===== src/hdl/assert_macros.svh =====
// assertion helpers shared by the rtl files
`ifndef ASSERT_MACROS_SVH
`define ASSERT_MACROS_SVH

`ifndef SYNTH
// checked property, skipped while reset is high
`define GPR_ASSERT(lbl, clk, rst, prop) \
  lbl: assert property (@(posedge clk) disable iff (rst) prop) \
    else $error("%m: property failed");
// checked property, also during reset
`define GPR_ASSERT_ALWAYS(lbl, clk, prop) \
  lbl: assert property (@(posedge clk) prop) \
    else $error("%m: property failed");
`else
`define GPR_ASSERT(lbl, clk, rst, prop)
`define GPR_ASSERT_ALWAYS(lbl, clk, prop)
`endif

`endif


===== src/hdl/gpr_pkg.sv =====
`timescale 1ns / 1ps

package gpr_pkg;

  // packet kinds on the output channel
  typedef enum logic [1:0] {
    KIND_ANNOUNCE  = 2'd0,
    KIND_KEEPALIVE = 2'd1,
    KIND_REPORT    = 2'd2
  } kind_t;

  // configuration register indexes
  localparam logic [1:0] REG_ANNOUNCE_DELAY = 2'd0;
  localparam logic [1:0] REG_IDLE_INTERVAL  = 2'd1;
  localparam logic [1:0] REG_KEEPALIVE_INT  = 2'd2;

  localparam logic [15:0] ANNOUNCE_DELAY_RST = 16'd500;
  localparam logic [15:0] IDLE_INTERVAL_RST  = 16'd8;
  localparam logic [15:0] KEEPALIVE_INT_RST  = 16'd15000;

  // packet lengths
  localparam int unsigned IDX_W = 6;
  localparam logic [IDX_W-1:0] LEN_ANNOUNCE  = 6'd32;
  localparam logic [IDX_W-1:0] LEN_KEEPALIVE = 6'd8;
  localparam logic [IDX_W-1:0] LEN_REPORT    = 6'd36;

  localparam logic [9:0] ROOM_ANNOUNCE  = 10'd32;
  localparam logic [9:0] ROOM_KEEPALIVE = 10'd8;
  localparam logic [9:0] ROOM_REPORT    = 10'd36;

  localparam int unsigned QUEUE_DEPTH = 2;

  // one scheduled packet, everything the serializer needs
  typedef struct packed {
    kind_t              kind;
    logic [7:0]         seq;
    logic [23:0]        stamp;
    logic [7:0]         btn0;
    logic [7:0]         btn1;
    logic [9:0]         ltrig;
    logic [9:0]         rtrig;
    logic signed [15:0] lx;
    logic signed [15:0] ly;
    logic signed [15:0] rx;
    logic signed [15:0] ry;
  } entry_t;

  // queue status seen by both sides
  typedef struct packed {
    logic full;
    logic empty;
  } q_status_t;

  // sequence counters skip zero
  function automatic logic [7:0] next_seq(input logic [7:0] s);
    logic [7:0] n;
    n = s + 8'd1;
    return (n == 8'd0) ? 8'd1 : n;
  endfunction

  // announce packet template; bytes 7..9 are replaced by the timestamp
  function automatic logic [7:0] announce_byte(input logic [4:0] i);
    logic [7:0] b;
    case (i)
      5'd0:    b = 8'h02;
      5'd1:    b = 8'h20;
      5'd2:    b = 8'h01;
      5'd3:    b = 8'h1c;
      5'd5:    b = 8'h2a;
      5'd7:    b = 8'hff;
      5'd8:    b = 8'hff;
      5'd9:    b = 8'hff;
      5'd12:   b = 8'hdf;
      5'd13:   b = 8'h33;
      5'd14:   b = 8'h14;
      5'd16:   b = 8'h01;
      5'd18:   b = 8'h01;
      5'd20:   b = 8'h17;
      5'd21:   b = 8'h01;
      5'd22:   b = 8'h02;
      5'd24:   b = 8'h01;
      5'd26:   b = 8'h01;
      5'd28:   b = 8'h01;
      5'd30:   b = 8'h01;
      default: b = 8'h00;
    endcase
    return b;
  endfunction

endpackage


===== src/hdl/gpr_in_if.sv =====
`timescale 1ns / 1ps

interface gpr_in_if;
  logic               valid;
  logic               ready;
  logic               mode;
  logic [31:0]        now_ms;
  logic               mounted;
  logic [9:0]         tx_room;
  logic [15:0]        buttons;
  logic [7:0]         left_trigger_in;
  logic [7:0]         right_trigger_in;
  logic signed [15:0] left_stick_x;
  logic signed [15:0] left_stick_y;
  logic signed [15:0] right_stick_x;
  logic signed [15:0] right_stick_y;

  modport source (
    output valid, mode, now_ms, mounted, tx_room, buttons, left_trigger_in,
           right_trigger_in, left_stick_x, left_stick_y, right_stick_x, right_stick_y,
    input  ready
  );
  modport sink (
    input  valid, mode, now_ms, mounted, tx_room, buttons, left_trigger_in,
           right_trigger_in, left_stick_x, left_stick_y, right_stick_x, right_stick_y,
    output ready
  );
endinterface


===== src/hdl/gpr_out_if.sv =====
`timescale 1ns / 1ps

interface gpr_out_if;
  logic       valid;
  logic       ready;
  logic [7:0] packet_byte;
  logic [1:0] packet_kind;
  logic       last_byte;

  modport source (output valid, packet_byte, packet_kind, last_byte, input ready);
  modport sink (input valid, packet_byte, packet_kind, last_byte, output ready);
endinterface


===== src/hdl/gpr_cfg_if.sv =====
`timescale 1ns / 1ps

interface gpr_cfg_if;
  logic        valid;
  logic        ready;
  logic [1:0]  index;
  logic [15:0] data;

  modport source (output valid, index, data, input ready);
  modport sink (input valid, index, data, output ready);
endinterface


===== src/hdl/gpr_front.sv =====
`timescale 1ns / 1ps
`include "assert_macros.svh"

module gpr_front
  import gpr_pkg::*;
(
  input  logic      clk,
  input  logic      rst,
  gpr_in_if.sink    poll,
  gpr_cfg_if.sink   cfg,
  input  q_status_t qs,
  output logic      push,
  output entry_t    push_data
);

  // configuration registers
  logic [15:0] announce_delay;
  logic [15:0] idle_interval;
  logic [15:0] keepalive_interval;

  assign cfg.ready = 1'b1;

  always_ff @(posedge clk) begin
    if (rst) begin
      announce_delay     <= ANNOUNCE_DELAY_RST;
      idle_interval      <= IDLE_INTERVAL_RST;
      keepalive_interval <= KEEPALIVE_INT_RST;
    end else if (cfg.valid) begin
      case (cfg.index)
        REG_ANNOUNCE_DELAY: announce_delay     <= cfg.data;
        REG_IDLE_INTERVAL:  idle_interval      <= cfg.data;
        REG_KEEPALIVE_INT:  keepalive_interval <= cfg.data;
        default: ;
      endcase
    end
  end

  // stage 1: register the request with remapped buttons and scaled triggers
  logic               s1_valid;
  logic               s1_mode;
  logic               s1_mounted;
  logic [31:0]        s1_now;
  logic [9:0]         s1_room;
  logic [7:0]         s1_btn0;
  logic [7:0]         s1_btn1;
  logic [9:0]         s1_lt;
  logic [9:0]         s1_rt;
  logic signed [15:0] s1_lx;
  logic signed [15:0] s1_ly;
  logic signed [15:0] s1_rx;
  logic signed [15:0] s1_ry;
  logic               s2_go;

  logic [7:0] btn0_c;
  logic [7:0] btn1_c;
  logic [9:0] lt_c;
  logic [9:0] rt_c;

  // 8 to 10 bit scale: 4v plus rounded 3v/255, quotient found by compares
  function automatic logic [9:0] scale_trig(input logic [7:0] v);
    logic [9:0] t;
    logic [1:0] q;
    t = ({2'b00, v} << 1) + {2'b00, v} + 10'd127;
    q = 2'(t >= 10'd255) + 2'(t >= 10'd510) + 2'(t >= 10'd765);
    return {v, 2'b00} + {8'd0, q};
  endfunction

  always_comb begin
    btn0_c = {poll.buttons[15], poll.buttons[14], poll.buttons[13], poll.buttons[12],
              poll.buttons[5], poll.buttons[4], 2'b00};
    btn1_c = {poll.buttons[7], poll.buttons[6], poll.buttons[9], poll.buttons[8],
              poll.buttons[3], poll.buttons[2], poll.buttons[1], poll.buttons[0]};
    lt_c   = scale_trig(poll.left_trigger_in);
    rt_c   = scale_trig(poll.right_trigger_in);
  end

  assign poll.ready = !s1_valid || s2_go;
  assign s2_go      = s1_valid && !qs.full;

  always_ff @(posedge clk) begin
    if (rst) begin
      s1_valid <= 1'b0;
    end else if (poll.ready) begin
      s1_valid <= poll.valid;
    end
  end

  always_ff @(posedge clk) begin
    if (poll.ready && poll.valid) begin
      s1_mode    <= poll.mode;
      s1_mounted <= poll.mounted;
      s1_now     <= poll.now_ms;
      s1_room    <= poll.tx_room;
      s1_btn0    <= btn0_c;
      s1_btn1    <= btn1_c;
      s1_lt      <= lt_c;
      s1_rt      <= rt_c;
      s1_lx      <= poll.left_stick_x;
      s1_ly      <= poll.left_stick_y;
      s1_rx      <= poll.right_stick_x;
      s1_ry      <= poll.right_stick_y;
    end
  end

  // scheduler state
  logic        announced, announced_next;
  logic        have_prev, have_prev_next;
  logic [31:0] mount_time, mount_time_next;
  logic [31:0] last_report_time, last_report_time_next;
  logic [31:0] last_keepalive_time, last_keepalive_time_next;
  logic [7:0]  report_seq, report_seq_next;
  logic [7:0]  keepalive_seq, keepalive_seq_next;
  logic [35:0] prev_bt, prev_bt_next;
  logic [63:0] prev_sticks, prev_sticks_next;

  logic [35:0] cur_bt;
  logic [63:0] cur_sticks;
  logic        ann_hit;
  logic        ka_hit;
  logic        rep_due;

  // stage 2 conditions
  always_comb begin
    cur_bt     = {s1_btn0, s1_btn1, s1_lt, s1_rt};
    cur_sticks = {s1_lx, s1_ly, s1_rx, s1_ry};
    ann_hit    = !announced && ((s1_now - mount_time) >= {16'd0, announce_delay})
                 && (s1_room >= ROOM_ANNOUNCE);
    ka_hit     = ((s1_now - last_keepalive_time) >= {16'd0, keepalive_interval})
                 && (s1_room >= ROOM_KEEPALIVE);
    rep_due    = !have_prev || (cur_bt != prev_bt) || (cur_sticks != prev_sticks)
                 || ((s1_now - last_report_time) >= {16'd0, idle_interval});
  end

  // stage 2 decision and state update
  always_comb begin
    announced_next           = announced;
    have_prev_next           = have_prev;
    mount_time_next          = mount_time;
    last_report_time_next    = last_report_time;
    last_keepalive_time_next = last_keepalive_time;
    report_seq_next          = report_seq;
    keepalive_seq_next       = keepalive_seq;
    prev_bt_next             = prev_bt;
    prev_sticks_next         = prev_sticks;
    push                     = 1'b0;
    push_data.kind           = KIND_REPORT;
    push_data.seq            = next_seq(report_seq);
    push_data.stamp          = s1_now[23:0];
    push_data.btn0           = s1_btn0;
    push_data.btn1           = s1_btn1;
    push_data.ltrig          = s1_lt;
    push_data.rtrig          = s1_rt;
    push_data.lx             = s1_lx;
    push_data.ly             = s1_ly;
    push_data.rx             = s1_rx;
    push_data.ry             = s1_ry;
    if (s2_go) begin
      if (s1_mode) begin
        announced_next           = 1'b0;
        have_prev_next           = 1'b0;
        mount_time_next          = s1_now;
        last_report_time_next    = 32'd0;
        last_keepalive_time_next = 32'd0;
        report_seq_next          = 8'd1;
        keepalive_seq_next       = 8'd1;
      end else if (s1_mounted) begin
        if (ann_hit) begin
          announced_next = 1'b1;
          push           = 1'b1;
          push_data.kind = KIND_ANNOUNCE;
          push_data.seq  = 8'd1;
        end else if (ka_hit) begin
          push                     = 1'b1;
          push_data.kind           = KIND_KEEPALIVE;
          push_data.seq            = keepalive_seq;
          keepalive_seq_next       = next_seq(keepalive_seq);
          last_keepalive_time_next = s1_now;
        end else if (rep_due) begin
          report_seq_next = next_seq(report_seq);
          if (s1_room >= ROOM_REPORT) begin
            push                  = 1'b1;
            prev_bt_next          = cur_bt;
            prev_sticks_next      = cur_sticks;
            have_prev_next        = 1'b1;
            last_report_time_next = s1_now;
          end
        end
      end
    end
  end

  always_ff @(posedge clk) begin
    if (rst) begin
      announced           <= 1'b0;
      have_prev           <= 1'b0;
      mount_time          <= 32'd0;
      last_report_time    <= 32'd0;
      last_keepalive_time <= 32'd0;
      report_seq          <= 8'd1;
      keepalive_seq       <= 8'd1;
      prev_bt             <= 36'd0;
      prev_sticks         <= 64'd0;
    end else begin
      announced           <= announced_next;
      have_prev           <= have_prev_next;
      mount_time          <= mount_time_next;
      last_report_time    <= last_report_time_next;
      last_keepalive_time <= last_keepalive_time_next;
      report_seq          <= report_seq_next;
      keepalive_seq       <= keepalive_seq_next;
      prev_bt             <= prev_bt_next;
      prev_sticks         <= prev_sticks_next;
    end
  end

  // sequence numbers never reach zero
  `GPR_ASSERT(a_seq_nonzero, clk, rst, (report_seq != 8'd0) && (keepalive_seq != 8'd0))
  // a packet is only scheduled for a mounted poll
  `GPR_ASSERT(a_push_poll, clk, rst, push |-> (s1_valid && !s1_mode && s1_mounted))

endmodule


===== src/hdl/gpr_queue.sv =====
`timescale 1ns / 1ps
`include "assert_macros.svh"

module gpr_queue
  import gpr_pkg::*;
(
  input  logic      clk,
  input  logic      rst,
  input  logic      push,
  input  entry_t    push_data,
  input  logic      pop,
  output entry_t    head,
  output q_status_t qs
);

  localparam int unsigned PTR_W = (QUEUE_DEPTH > 1) ? $clog2(QUEUE_DEPTH) : 1;
  localparam int unsigned CNT_W = $clog2(QUEUE_DEPTH + 1);
  localparam logic [PTR_W-1:0] LAST_PTR = PTR_W'(QUEUE_DEPTH - 1);
  localparam logic [CNT_W-1:0] FULL_CNT = CNT_W'(QUEUE_DEPTH);

  entry_t           slots [QUEUE_DEPTH];
  logic [PTR_W-1:0] wr_ptr;
  logic [PTR_W-1:0] rd_ptr;
  logic [CNT_W-1:0] count;

  assign qs.full  = (count == FULL_CNT);
  assign qs.empty = (count == '0);
  assign head     = slots[rd_ptr];

  // storage
  always_ff @(posedge clk) begin
    if (push) begin
      slots[wr_ptr] <= push_data;
    end
  end

  // pointers and fill count
  always_ff @(posedge clk) begin
    if (rst) begin
      wr_ptr <= '0;
      rd_ptr <= '0;
      count  <= '0;
    end else begin
      if (push) begin
        wr_ptr <= (wr_ptr == LAST_PTR) ? '0 : wr_ptr + 1'b1;
      end
      if (pop) begin
        rd_ptr <= (rd_ptr == LAST_PTR) ? '0 : rd_ptr + 1'b1;
      end
      if (push && !pop) begin
        count <= count + 1'b1;
      end else if (pop && !push) begin
        count <= count - 1'b1;
      end
    end
  end

  `GPR_ASSERT(a_no_overflow, clk, rst, qs.full |-> !push)
  `GPR_ASSERT(a_no_underflow, clk, rst, qs.empty |-> !pop)

endmodule


===== src/hdl/gpr_back.sv =====
`timescale 1ns / 1ps
`include "assert_macros.svh"

module gpr_back
  import gpr_pkg::*;
(
  input  logic      clk,
  input  logic      rst,
  input  entry_t    head,
  input  q_status_t qs,
  output logic      pop,
  gpr_out_if.source pkt
);

  logic [IDX_W-1:0] idx;
  logic [IDX_W-1:0] len;
  logic             at_last;
  logic             load;
  logic [7:0]       byte_c;

  logic             ovalid;
  logic [7:0]       obyte;
  kind_t            okind;
  logic             olast;

  // packet length and end of packet
  always_comb begin
    case (head.kind)
      KIND_ANNOUNCE:  len = LEN_ANNOUNCE;
      KIND_KEEPALIVE: len = LEN_KEEPALIVE;
      default:        len = LEN_REPORT;
    endcase
    at_last = (idx == len - 1'b1);
    load    = !qs.empty && (!ovalid || pkt.ready);
    pop     = load && at_last;
  end

  // byte selection
  always_comb begin
    byte_c = 8'h00;
    case (head.kind)
      KIND_ANNOUNCE: begin
        case (idx)
          6'd7:    byte_c = head.stamp[7:0];
          6'd8:    byte_c = head.stamp[15:8];
          6'd9:    byte_c = head.stamp[23:16];
          default: byte_c = announce_byte(idx[4:0]);
        endcase
      end
      KIND_KEEPALIVE: begin
        case (idx)
          6'd0:    byte_c = 8'h03;
          6'd1:    byte_c = 8'h20;
          6'd2:    byte_c = head.seq;
          6'd3:    byte_c = 8'h04;
          6'd4:    byte_c = 8'h80;
          default: byte_c = 8'h00;
        endcase
      end
      default: begin
        case (idx)
          6'd0:    byte_c = 8'h20;
          6'd2:    byte_c = head.seq;
          6'd3:    byte_c = 8'h20;
          6'd4:    byte_c = head.btn0;
          6'd5:    byte_c = head.btn1;
          6'd6:    byte_c = head.ltrig[7:0];
          6'd7:    byte_c = {6'd0, head.ltrig[9:8]};
          6'd8:    byte_c = head.rtrig[7:0];
          6'd9:    byte_c = {6'd0, head.rtrig[9:8]};
          6'd10:   byte_c = head.lx[7:0];
          6'd11:   byte_c = head.lx[15:8];
          6'd12:   byte_c = head.ly[7:0];
          6'd13:   byte_c = head.ly[15:8];
          6'd14:   byte_c = head.rx[7:0];
          6'd15:   byte_c = head.rx[15:8];
          6'd16:   byte_c = head.ry[7:0];
          6'd17:   byte_c = head.ry[15:8];
          default: byte_c = 8'h00;
        endcase
      end
    endcase
  end

  // byte counter within the packet at the queue head
  always_ff @(posedge clk) begin
    if (rst) begin
      idx <= '0;
    end else if (load) begin
      idx <= at_last ? '0 : idx + 1'b1;
    end
  end

  // output register
  always_ff @(posedge clk) begin
    if (rst) begin
      ovalid <= 1'b0;
    end else if (load) begin
      ovalid <= 1'b1;
    end else if (pkt.ready) begin
      ovalid <= 1'b0;
    end
  end

  always_ff @(posedge clk) begin
    if (load) begin
      obyte <= byte_c;
      okind <= head.kind;
      olast <= at_last;
    end
  end

  assign pkt.valid       = ovalid;
  assign pkt.packet_byte = obyte;
  assign pkt.packet_kind = okind;
  assign pkt.last_byte   = olast;

  // byte counter stays inside the packet
  `GPR_ASSERT(a_idx_range, clk, rst, !qs.empty |-> (idx < len))
  // counter is back at zero whenever the queue runs dry
  `GPR_ASSERT(a_idx_idle, clk, rst, qs.empty |-> (idx == '0))

endmodule


===== src/hdl/gamepad_report_scheduler_top.sv =====
`timescale 1ns / 1ps
// Packet scheduler for a game controller on a vendor USB interface.
// poll: one request per poll tick or bus reset, valid/ready. A bus reset
//   restarts the timers and sequence numbers; a mounted poll yields at most
//   one packet: announce (32 bytes), keepalive (8 bytes) or input report
//   (36 bytes), each only if tx_room holds the whole packet.
// pkt: one packet byte per request, in order, with its kind and an
//   end-of-packet flag.
// cfg: register writes (0 announce delay, 1 idle interval, 2 keepalive
//   period, all in ms); always ready, other indexes are ignored.
// Timing: a poll request is taken every cycle while the two-entry packet
//   queue between scheduler and serializer has room. A poll is registered in
//   the scheduler stage, pushed into the queue and then loaded into the output
//   register as the first byte of its packet. While ready stays high the
//   serializer emits one byte per cycle, which bounds the packet throughput.
// When the receiver holds ready low the current byte is held, the queue fills
//   and poll.ready drops once both entries are taken and a request waits in
//   the scheduler stage.
// Reset (rst, synchronous) loads the register defaults and clears the queue
//   and the scheduler state.

module gamepad_report_scheduler_top
  import gpr_pkg::*;
(
  input  logic      clk,
  input  logic      rst,
  gpr_in_if.sink    poll,
  gpr_cfg_if.sink   cfg,
  gpr_out_if.source pkt
);

  logic      push;
  logic      pop;
  entry_t    push_data;
  entry_t    head;
  q_status_t qs;

  gpr_front u_front (
    .clk       (clk),
    .rst       (rst),
    .poll      (poll),
    .cfg       (cfg),
    .qs        (qs),
    .push      (push),
    .push_data (push_data)
  );

  gpr_queue u_queue (
    .clk       (clk),
    .rst       (rst),
    .push      (push),
    .push_data (push_data),
    .pop       (pop),
    .head      (head),
    .qs        (qs)
  );

  gpr_back u_back (
    .clk  (clk),
    .rst  (rst),
    .head (head),
    .qs   (qs),
    .pop  (pop),
    .pkt  (pkt)
  );

endmodule

===== src/flat_wrapper.sv =====
// flat-port wrapper written by rule: the top's interface ports become plain ports
module gamepad_report_scheduler_top_flat import gpr_pkg::*;
  (clk, rst, poll_valid, poll_mode, poll_now_ms, poll_mounted, poll_tx_room, poll_buttons, poll_left_trigger_in, poll_right_trigger_in, poll_left_stick_x, poll_left_stick_y, poll_right_stick_x, poll_right_stick_y, poll_ready, cfg_valid, cfg_index, cfg_data, cfg_ready, pkt_valid, pkt_packet_byte, pkt_packet_kind, pkt_last_byte, pkt_ready);
  gpr_in_if poll_i ();
  gpr_cfg_if cfg_i ();
  gpr_out_if pkt_i ();
  input  logic clk;
  input  logic rst;
  input wire logic [$bits(poll_i.valid)-1:0] poll_valid;
  input wire logic [$bits(poll_i.mode)-1:0] poll_mode;
  input wire logic [$bits(poll_i.now_ms)-1:0] poll_now_ms;
  input wire logic [$bits(poll_i.mounted)-1:0] poll_mounted;
  input wire logic [$bits(poll_i.tx_room)-1:0] poll_tx_room;
  input wire logic [$bits(poll_i.buttons)-1:0] poll_buttons;
  input wire logic [$bits(poll_i.left_trigger_in)-1:0] poll_left_trigger_in;
  input wire logic [$bits(poll_i.right_trigger_in)-1:0] poll_right_trigger_in;
  input wire logic [$bits(poll_i.left_stick_x)-1:0] poll_left_stick_x;
  input wire logic [$bits(poll_i.left_stick_y)-1:0] poll_left_stick_y;
  input wire logic [$bits(poll_i.right_stick_x)-1:0] poll_right_stick_x;
  input wire logic [$bits(poll_i.right_stick_y)-1:0] poll_right_stick_y;
  output wire logic [$bits(poll_i.ready)-1:0] poll_ready;
  input wire logic [$bits(cfg_i.valid)-1:0] cfg_valid;
  input wire logic [$bits(cfg_i.index)-1:0] cfg_index;
  input wire logic [$bits(cfg_i.data)-1:0] cfg_data;
  output wire logic [$bits(cfg_i.ready)-1:0] cfg_ready;
  output wire logic [$bits(pkt_i.valid)-1:0] pkt_valid;
  output wire logic [$bits(pkt_i.packet_byte)-1:0] pkt_packet_byte;
  output wire logic [$bits(pkt_i.packet_kind)-1:0] pkt_packet_kind;
  output wire logic [$bits(pkt_i.last_byte)-1:0] pkt_last_byte;
  input wire logic [$bits(pkt_i.ready)-1:0] pkt_ready;
  assign poll_i.valid = poll_valid;
  assign poll_i.mode = poll_mode;
  assign poll_i.now_ms = poll_now_ms;
  assign poll_i.mounted = poll_mounted;
  assign poll_i.tx_room = poll_tx_room;
  assign poll_i.buttons = poll_buttons;
  assign poll_i.left_trigger_in = poll_left_trigger_in;
  assign poll_i.right_trigger_in = poll_right_trigger_in;
  assign poll_i.left_stick_x = poll_left_stick_x;
  assign poll_i.left_stick_y = poll_left_stick_y;
  assign poll_i.right_stick_x = poll_right_stick_x;
  assign poll_i.right_stick_y = poll_right_stick_y;
  assign poll_ready = poll_i.ready;
  assign cfg_i.valid = cfg_valid;
  assign cfg_i.index = cfg_index;
  assign cfg_i.data = cfg_data;
  assign cfg_ready = cfg_i.ready;
  assign pkt_valid = pkt_i.valid;
  assign pkt_packet_byte = pkt_i.packet_byte;
  assign pkt_packet_kind = pkt_i.packet_kind;
  assign pkt_last_byte = pkt_i.last_byte;
  assign pkt_i.ready = pkt_ready;
  gamepad_report_scheduler_top u_core (.clk(clk), .rst(rst), .poll(poll_i), .cfg(cfg_i), .pkt(pkt_i));
endmodule

===== config.mk =====
export PLATFORM = sky130hd
export DESIGN_NAME = gamepad_report_scheduler_top_flat
export DESIGN_NICKNAME = d
export VERILOG_FILES = /design/src/hdl/gpr_pkg.sv /design/src/hdl/gpr_in_if.sv /design/src/hdl/gpr_out_if.sv /design/src/hdl/gpr_cfg_if.sv /design/src/hdl/gpr_front.sv /design/src/hdl/gpr_queue.sv /design/src/hdl/gpr_back.sv /design/src/hdl/gamepad_report_scheduler_top.sv /design/src/flat_wrapper.sv
export VERILOG_INCLUDE_DIRS = /design/src /design/src/hdl
export SDC_FILE = /design/constraint.sdc
export NUM_CORES = 1
export LEC_CHECK = 0
export BUFFER_PORTS_ARGS = -buffer_cell sky130_fd_sc_hd__buf_2
export CAP_MARGIN = 20
export CORE_UTILIZATION = 39
export CTS_CLUSTER_SIZE = 16
export DETAILED_ROUTE_END_ITERATION = 7
export GPL_TIMING_DRIVEN = 0
export HOLD_SLACK_MARGIN = 0.05
export SLEW_MARGIN = 30
export SYNTH_ARGS = -nofsm -noshare
export SYNTH_HDL_FRONTEND = slang
export SYNTH_SLANG_ARGS = --single-unit
export TNS_END_PERCENT = 10

===== constraint.sdc =====
create_clock -name clk -period 10.5 [get_ports clk]
set_clock_uncertainty 0.2 [all_clocks]
set_input_delay 2.1 -clock clk [delete_from_list [all_inputs] [get_ports clk]]
set_output_delay 2.1 -clock clk [all_outputs]
set_load 0.01 [all_outputs]

==> flow_metrics.py, run 1 <==
metrics = {
    "flow_run": {
        "drv_cap": 0,
    },
    "sta": {
        "finalHoldViolCount": 0,
        "slew_headroom_pct": 31.5,
        "slew_viol_final": 0,
        "period_share_pct": 77.1,
        "fmax_mhz": 124,
        "setup_viol": 0,
        "worstMarginPinSlew_ns": 1.02,
        "rsz0062_at_grt": "no",
        "min_period_ns": 8.09,
    },
    "power_and_ir_drop": {
        "vdd_ir_drop_max_v": 0.000123,
        "total_power_mw": 6.62,
        "p_leak_nw": 14.6,
        "p_per_area_nw_per_um2": 161,
    },
    "setup_path": {
        "crit_start": "u_core.u_front.s1_now[0]",
        "critical_path.max_fanout": 42,
        "critPathSlowestCell": "o21ai_0",
        "start_kind": "flip-flop",
        "cp_top_family": "compound AO/OA/AOI/OAI gates",
        "cp_num_buf_inv": 5,
        "path_cells": "inv_1 > ha_1 > inv_1 > fa_1 > a21o_1 > a311oi_2 > o211a_1 > o21bai_1 > a21oi_1 > xnor2_1 > ha_1 > nor2b_1 > o21ai_0 > o2111ai_1 > or4b_1 > or4b_1 > a2111oi_2 > nand4_1 > nand2_1 > a31oi_1 > and2_4 > buf_12 > buf_16 > buf_16",
        "r2r_start": "u_core.u_front.s1_now[0]",
        "cpPeakStageDelay_ns": 0.60,
        "critPathCaptureType": "flip-flop",
        "worstPathArrival_ns": 8.28,
        "required_ns": 10.68,
        "path_class": "reg2reg",
    },
    "yosys": {
        "async_flop_share_pct": 0,
        "synth-main-ff-cell": "edfxtp_1",
        "synth_edf_count": 415,
        "syn_nets": 3808,
        "synth_top_area_share_pct": 34.9,
        "netlist_area_sq_um": 35700,
        "yosysTopAreaCell": "edfxtp_1",
        "synthCells": 3458,
        "synthTopCellsByCount": "594 x nand2_1, 415 x edfxtp_1, 280 x dfxtp_1, 258 x mux2i_1, 223 x a21oi_1",
        "yosysSeqAreaShare_pct": 50.7,
        "synth-seq-cells": 695,
        "yosysWarnings": 0,
        "synth_area_leaders": "edfxtp_1 35%, dfxtp_1 16%, mux2i_1 7.2%",
        "avgSynthCellArea_sq_um": 10.3,
        "synth_cell_types": 90,
        "synth.most_common_cell": "nand2_1",
    },
    "floorplanning": {
        "die_area_sq_um": 92700,
        "rows": 110,
        "io_pins": 177,
        "core_sq_um": 90300,
        "fp.dieW_um": 304,
        "start_util_pct": 39.5,
        "die_h_um": 304,
    },
    "placement": {
        "gp_congestion": 0.937,
        "dp_hpwl_um": 84100,
        "place_area_sq_um": 38400,
        "io_buffers": 171,
        "placed_cells": 4819,
    },
    "grt": {
        "grt_max_degree": 53,
        "grt_pass1_wl_um": 160000,
        "grt_pass1_vias": 24951,
        "grt-ovfl-total": 0,
        "grt.total_usage_pct": 23.1,
        "antenna_found_initial": 4,
    },
    "final_layout": {
        "final_layout_size_suffix_gt1_share_pct": 10.4,
        "final_cells": 4968,
        "fillers": 8560,
        "area_delta_synth_final_pct": 15.4,
        "fin_nets": 4076,
        "design_area_sq_um": 41200,
    },
    "clock_network": {
        "cts_buffers": 81,
        "clock_sinks": 695,
        "cts_hold_buf": 0,
        "h-tree-depth": 3,
        "cts_resized": 0,
        "insertion_delay_ns": 0.67,
        "postCtsSetupBuffers": 0,
        "ctsLongestPathBuffers": 3,
        "clk_pin_slew_worst_paths_ns": 0.06,
        "tritoncts": "built",
        "cts-root-buf": "clkbuf_16",
    },
    "worst_hold_path": {
        "min_from": "u_core.u_front.announce_delay[15]",
        "min_path_type": "reg2reg",
    },
    "routing": {
        "route.detailed.drc": 0,
        "num_vias": 27414,
        "firstDrtPassIters": 6,
        "antenna_left": 0,
        "drt-wirelength-per-cell_um": 22.1,
        "drt-total-wl_um": 110000,
        "initialDrtViolationCount": 2752,
        "viasPerCell": 5.52,
    },
    "run_status": {
        "status": "completed",
    },
}
-- final cells by class --
cell class / count / area, sq um / area share, %
antenna: 1 / 2.50 / 0.00608
buffer: 143 / 638 / 1.55
clock buffer: 110 / 2290 / 5.56
clock inverter: 38 / 453 / 1.10
inverter: 218 / 818 / 1.99
multi-input combinational: 2402 / 16200 / 39.4
sequential: 695 / 18100 / 43.9
tap: 1176 / 1470 / 3.58
timing repair buffer: 185 / 1220 / 2.96
-- through the flow --
stage	setup TNS (ns)	hold slack, ns	setup WS, ns	util, %
4_1_cts	0	0.255	2.62	45.6
3_3_place_gp	-808.98	0.242	-5.47	42.1
3_5_place_dp	0	0.246	2.68	42.5
5_1_grt	0	0.269	2.24	45.6
2_1_floorplan	0	0.235	0.0261	-
6_report	0	0.253	2.41	45.6
-- path summary, 6_finish.rpt --
path | end | slack, ns | depth (start not counted)
worst max-delay path | u_core.u_queue.slots[1][52] | 2.41 | 24
worst min-delay path | u_core.u_front.announce_delay[15] | 0.25 | 2
worst max register to register | u_core.u_queue.slots[1][52] | 2.41 | 24
worst min register to register | u_core.u_front.announce_delay[15] | 0.25 | 2
-- registers in the layout, indices dropped and copies added (netlist names), 32 cells and up, named ones only --
register                            count
u_core.u_front.last_keepalive_time     32
u_core.u_front.mount_time              32
u_core.u_front.prev_sticks             64
u_core.u_front.prev_bt                 34
u_core.u_queue.slots                  264
u_core.u_front.last_report_time        32
u_core.u_front.s1_now                  32
-- worst min-delay path, cell delays in order, from the launching register on --
cell and delay, ns:
dfxtp_1 0.30, nand2_1 0.05, a21oi_1 0.05
-- where the power goes --
group | leakage (nW) | internal, mW | switching [mW]
clock | 1.33 | 1.69 | 1.19
sequential | 6.13 | 2.96 | 0.0786
combinational | 7.11 | 0.260 | 0.436
total | 14.6 | 4.91 | 1.70
-- cells in the final DEF (no fill, tap or decap), types with 20 or more instances in the layout --
cell type / instances
nand4_1: 57
nor2_1: 135
mux2i_1: 258
a211oi_1: 23
buf_2: 179
nor2b_1: 23
and3_1: 24
nor3_1: 41
dfxtp_1: 280
o21ai_0: 92
o21a_1: 28
a21oi_1: 223
o22ai_1: 45
ha_1: 182
clkbuf_16: 83
o211ai_1: 32
inv_1: 216
a21o_1: 44
nand3_1: 60
nand2b_1: 27
clkbuf_1: 122
xor2_1: 54
o21bai_1: 20
nor4_1: 24
a31oi_1: 21
nand2_1: 594
xnor2_1: 120
edfxtp_1: 415
-- routing by layer --
metal  vias up  part of all wire, %  track usage, %
li1      13081                    -               -
met3       147                  8.7            5.13
met4         4                  2.6            7.35
met5         -                0.020               0
met2       982                   41            32.5
met1     13200                   48            34.7
-- cells by family after synthesis --
family	count (synthesis)	synth area share [%]
XOR/XNOR	174	4.27
multiplexers	274	7.90
flip-flops	695	50.7
AO/OA/AOI/OAI	692	12.8
other	1	0.0105
buffers and inverters	361	4.04
AND/OR/NAND/NOR	1074	13.7
adder cells (fa/ha/maj)	187	6.67
Note: power is estimated with default switching activity, not from simulation.
==> inputs of run 2 (changes only) <==
clock period = 8.3 ns   (was 10.5 ns; I/O delays follow)
==> flow_metrics.py, run 2 (synthesis gave the netlist of run 1 again) <==
metrics = {
    "final_layout": {
        "fin_nets": 4076,
        "layout_common_cells": "594 x nand2_1, 415 x edfxtp_1, 280 x dfxtp_1, 258 x mux2i_1, 223 x a21oi_1",
        "largest-register": "u_core.u_queue.slots",
        "register_area_sq_um": 18100,
        "fillers": 8546,
        "multi_input_area_sq_um": 16200,
        "final_layout_size_suffix_gt1_share_pct": 10.4,
        "largest_reg_flops": 264,
        "area_delta_synth_final_pct": 15.4,
        "top_regs": "u_core.u_queue.slots: 264 flops, u_core.u_front.prev_sticks: 64 flops, u_core.u_front.prev_bt: 34 flops",
        "final_common_cell": "nand2_1",
    },
    "floorplanning": {
        "fp.dieW_um": 304,
        "start_util_pct": 39.5,
        "die_h_um": 304,
        "core_sq_um": 90300,
        "io_pins": 177,
        "rows": 110,
        "die_area_sq_um": 92700,
    },
    "setup_path": {
        "r2r_cells": 25,
        "r2r_setup_slack_ns": 0.40,
        "worstPathArrival_ns": 8.11,
        "path_class": "reg2reg",
        "r2r_start": "u_core.u_front.s1_now[0]",
        "r2r-end": "u_core.u_queue.slots[0][49]",
        "critPathCaptureType": "flip-flop",
        "start_kind": "flip-flop",
        "required_ns": 8.51,
        "critical_path.max_fanout": 18,
    },
    "routing": {
        "viasPerCell": 5.58,
        "antenna_left": 0,
        "initialDrtViolationCount": 2984,
        "drt-total-wl_um": 110000,
        "num_vias": 27741,
        "firstDrtPassIters": 6,
        "drt-wirelength-per-cell_um": 22.2,
        "route.detailed.drc": 0,
    },
    "run_status": {
        "status": "completed",
    },
    "clock_network": {
        "clk_pin_slew_worst_paths_ns": 0.06,
        "insertion_delay_ns": 0.66,
        "cts_hold_buf": 0,
        "cts-root-buf": "clkbuf_16",
        "h-tree-depth": 3,
        "ctsLongestPathBuffers": 3,
        "tritoncts": "built",
        "postCtsSetupBuffers": 0,
        "clock_sinks": 695,
        "cts_resized": 0,
        "cts_buffers": 80,
    },
    "power_and_ir_drop": {
        "p_leak_nw": 14.6,
        "total_power_mw": 8.39,
        "p_per_area_nw_per_um2": 204,
        "vdd_ir_drop_max_v": 0.000170,
    },
    "sta": {
        "slew_viol_final": 0,
        "setup_viol": 0,
        "worstMarginPinSlew_ns": 1.01,
        "min_period_ns": 7.90,
        "fin_setup_tns_ns": 0,
        "period_share_pct": 95.2,
        "rsz0062_at_grt": "no",
        "fmax_mhz": 127,
        "finalHoldViolCount": 0,
        "slew_headroom_pct": 32.8,
    },
    "flow_run": {
        "drv_cap": 0,
    },
    "worst_hold_path": {
        "min_path_type": "reg2reg",
        "min_from": "u_core.u_front.mount_time[24]",
        "min_path_cells": 2,
        "min_to": "u_core.u_front.mount_time[24]",
    },
    "grt": {
        "grt.total_usage_pct": 23.3,
        "antenna_found_initial": 5,
        "grt_pass1_vias": 25223,
        "grt_pass1_wl_um": 162000,
        "grt-ovfl-total": 0,
        "grt_max_degree": 49,
    },
    "placement": {
        "gp_congestion": 0.937,
        "dp_hpwl_um": 83800,
        "io_buffers": 171,
    },
}
## run 2: cell count changes in the layout (fill, tap and decap cells not counted), moves of 2 or more
cell       before  now
clkinv_4        6    0
clkbuf_8       11   14
buf_12          3    5
clkbuf_16      83   81
clkbuf_2        7    9
## run 2: metal layers
metal	global-route usage, %	share of wire [%]	vias up
li1	-	-	13083
met1	36.1	49	13466
met2	33.2	42	1060
met3	3.48	7.7	130
met4	6.15	2.1	2
met5	0	0.012	-
## run 2: layout make-up
type | instances | area share, %
Sequential cell | 695 | 43.9
Inverter | 218 | 1.99
Clock inverter | 33 | 1.08
Buffer | 143 | 1.56
Antenna cell | 2 | 0.0122
Timing Repair Buffer | 186 | 2.99
Tap cell | 1176 | 3.57
Clock buffer | 115 | 5.58
Multi-Input combinational cell | 2402 | 39.3
## run 2: power by group
group          switching, mW  total [mW]  internal, mW
Clock                   1.50        3.67          2.16
Sequential            0.0998        3.85          3.75
Combinational          0.550       0.880         0.330
Total                   2.15        8.39          6.24
## run 2: worst max-delay path, cell delays in order (launching register included)
cell and delay (ns):
edfxtp_1 0.54, inv_1 0.21, ha_1 0.18, inv_1 0.06, fa_1 0.41, a21o_1 0.22, a311oi_2 0.45, o211a_1 0.30
o21bai_1 0.08, a21oi_1 0.17, xnor2_1 0.15, ha_1 0.26, nor2b_1 0.13, o21ai_0 0.55, o2111ai_1 0.39, or4b_1 0.54
or4b_1 0.53, a2111oi_2 0.34, nand4_1 0.43, nand2_1 0.26, a31oi_1 0.24, nor2b_4 0.28, buf_16 0.18, buf_16 0.17
buf_16 0.17, buf_16 0.17
## run 2: worst max-delay path by stage
| stage | from | endpoint |
|---|---|---|
| 6_report | u_core.u_front.s1_now[0] | u_core.u_queue.slots[0][49] |
| 5_1_grt | u_core.u_front.s1_now[0] | u_core.u_queue.slots[0][35] |
| 4_1_cts | u_core.u_front.s1_now[0] | u_core.u_queue.slots[0][35] |
| 3_5_place_dp | u_core.u_front.s1_now[0] | u_core.u_queue.slots[0][35] |
| 3_3_place_gp | u_core.u_front.s1_now[0] | u_core.u_queue.slots[0][35] |
| 2_1_floorplan | u_core.u_front.s1_now[0] | u_core.u_queue.slots[0][0] |
## run 2: through the flow
| stage | cell area, sq um | instances | util (%) | setup WS, ns | hold slack [ns] |
|---|---|---|---|---|---|
| global placement | 38000 | 4805 | 42.1 | -3.52 | 0.242 |
| finish | 41200 | 4970 | 45.6 | 0.402 | 0.253 |
| detailed placement | 38400 | 4820 | 42.5 | 0.704 | 0.247 |
| floorplan | 35700 | 3458 | - | 0.372 | 0.235 |
| CTS | 41200 | 4968 | 45.6 | 0.631 | 0.255 |
| global route | 41200 | 4968 | 45.6 | 0.117 | 0.270 |
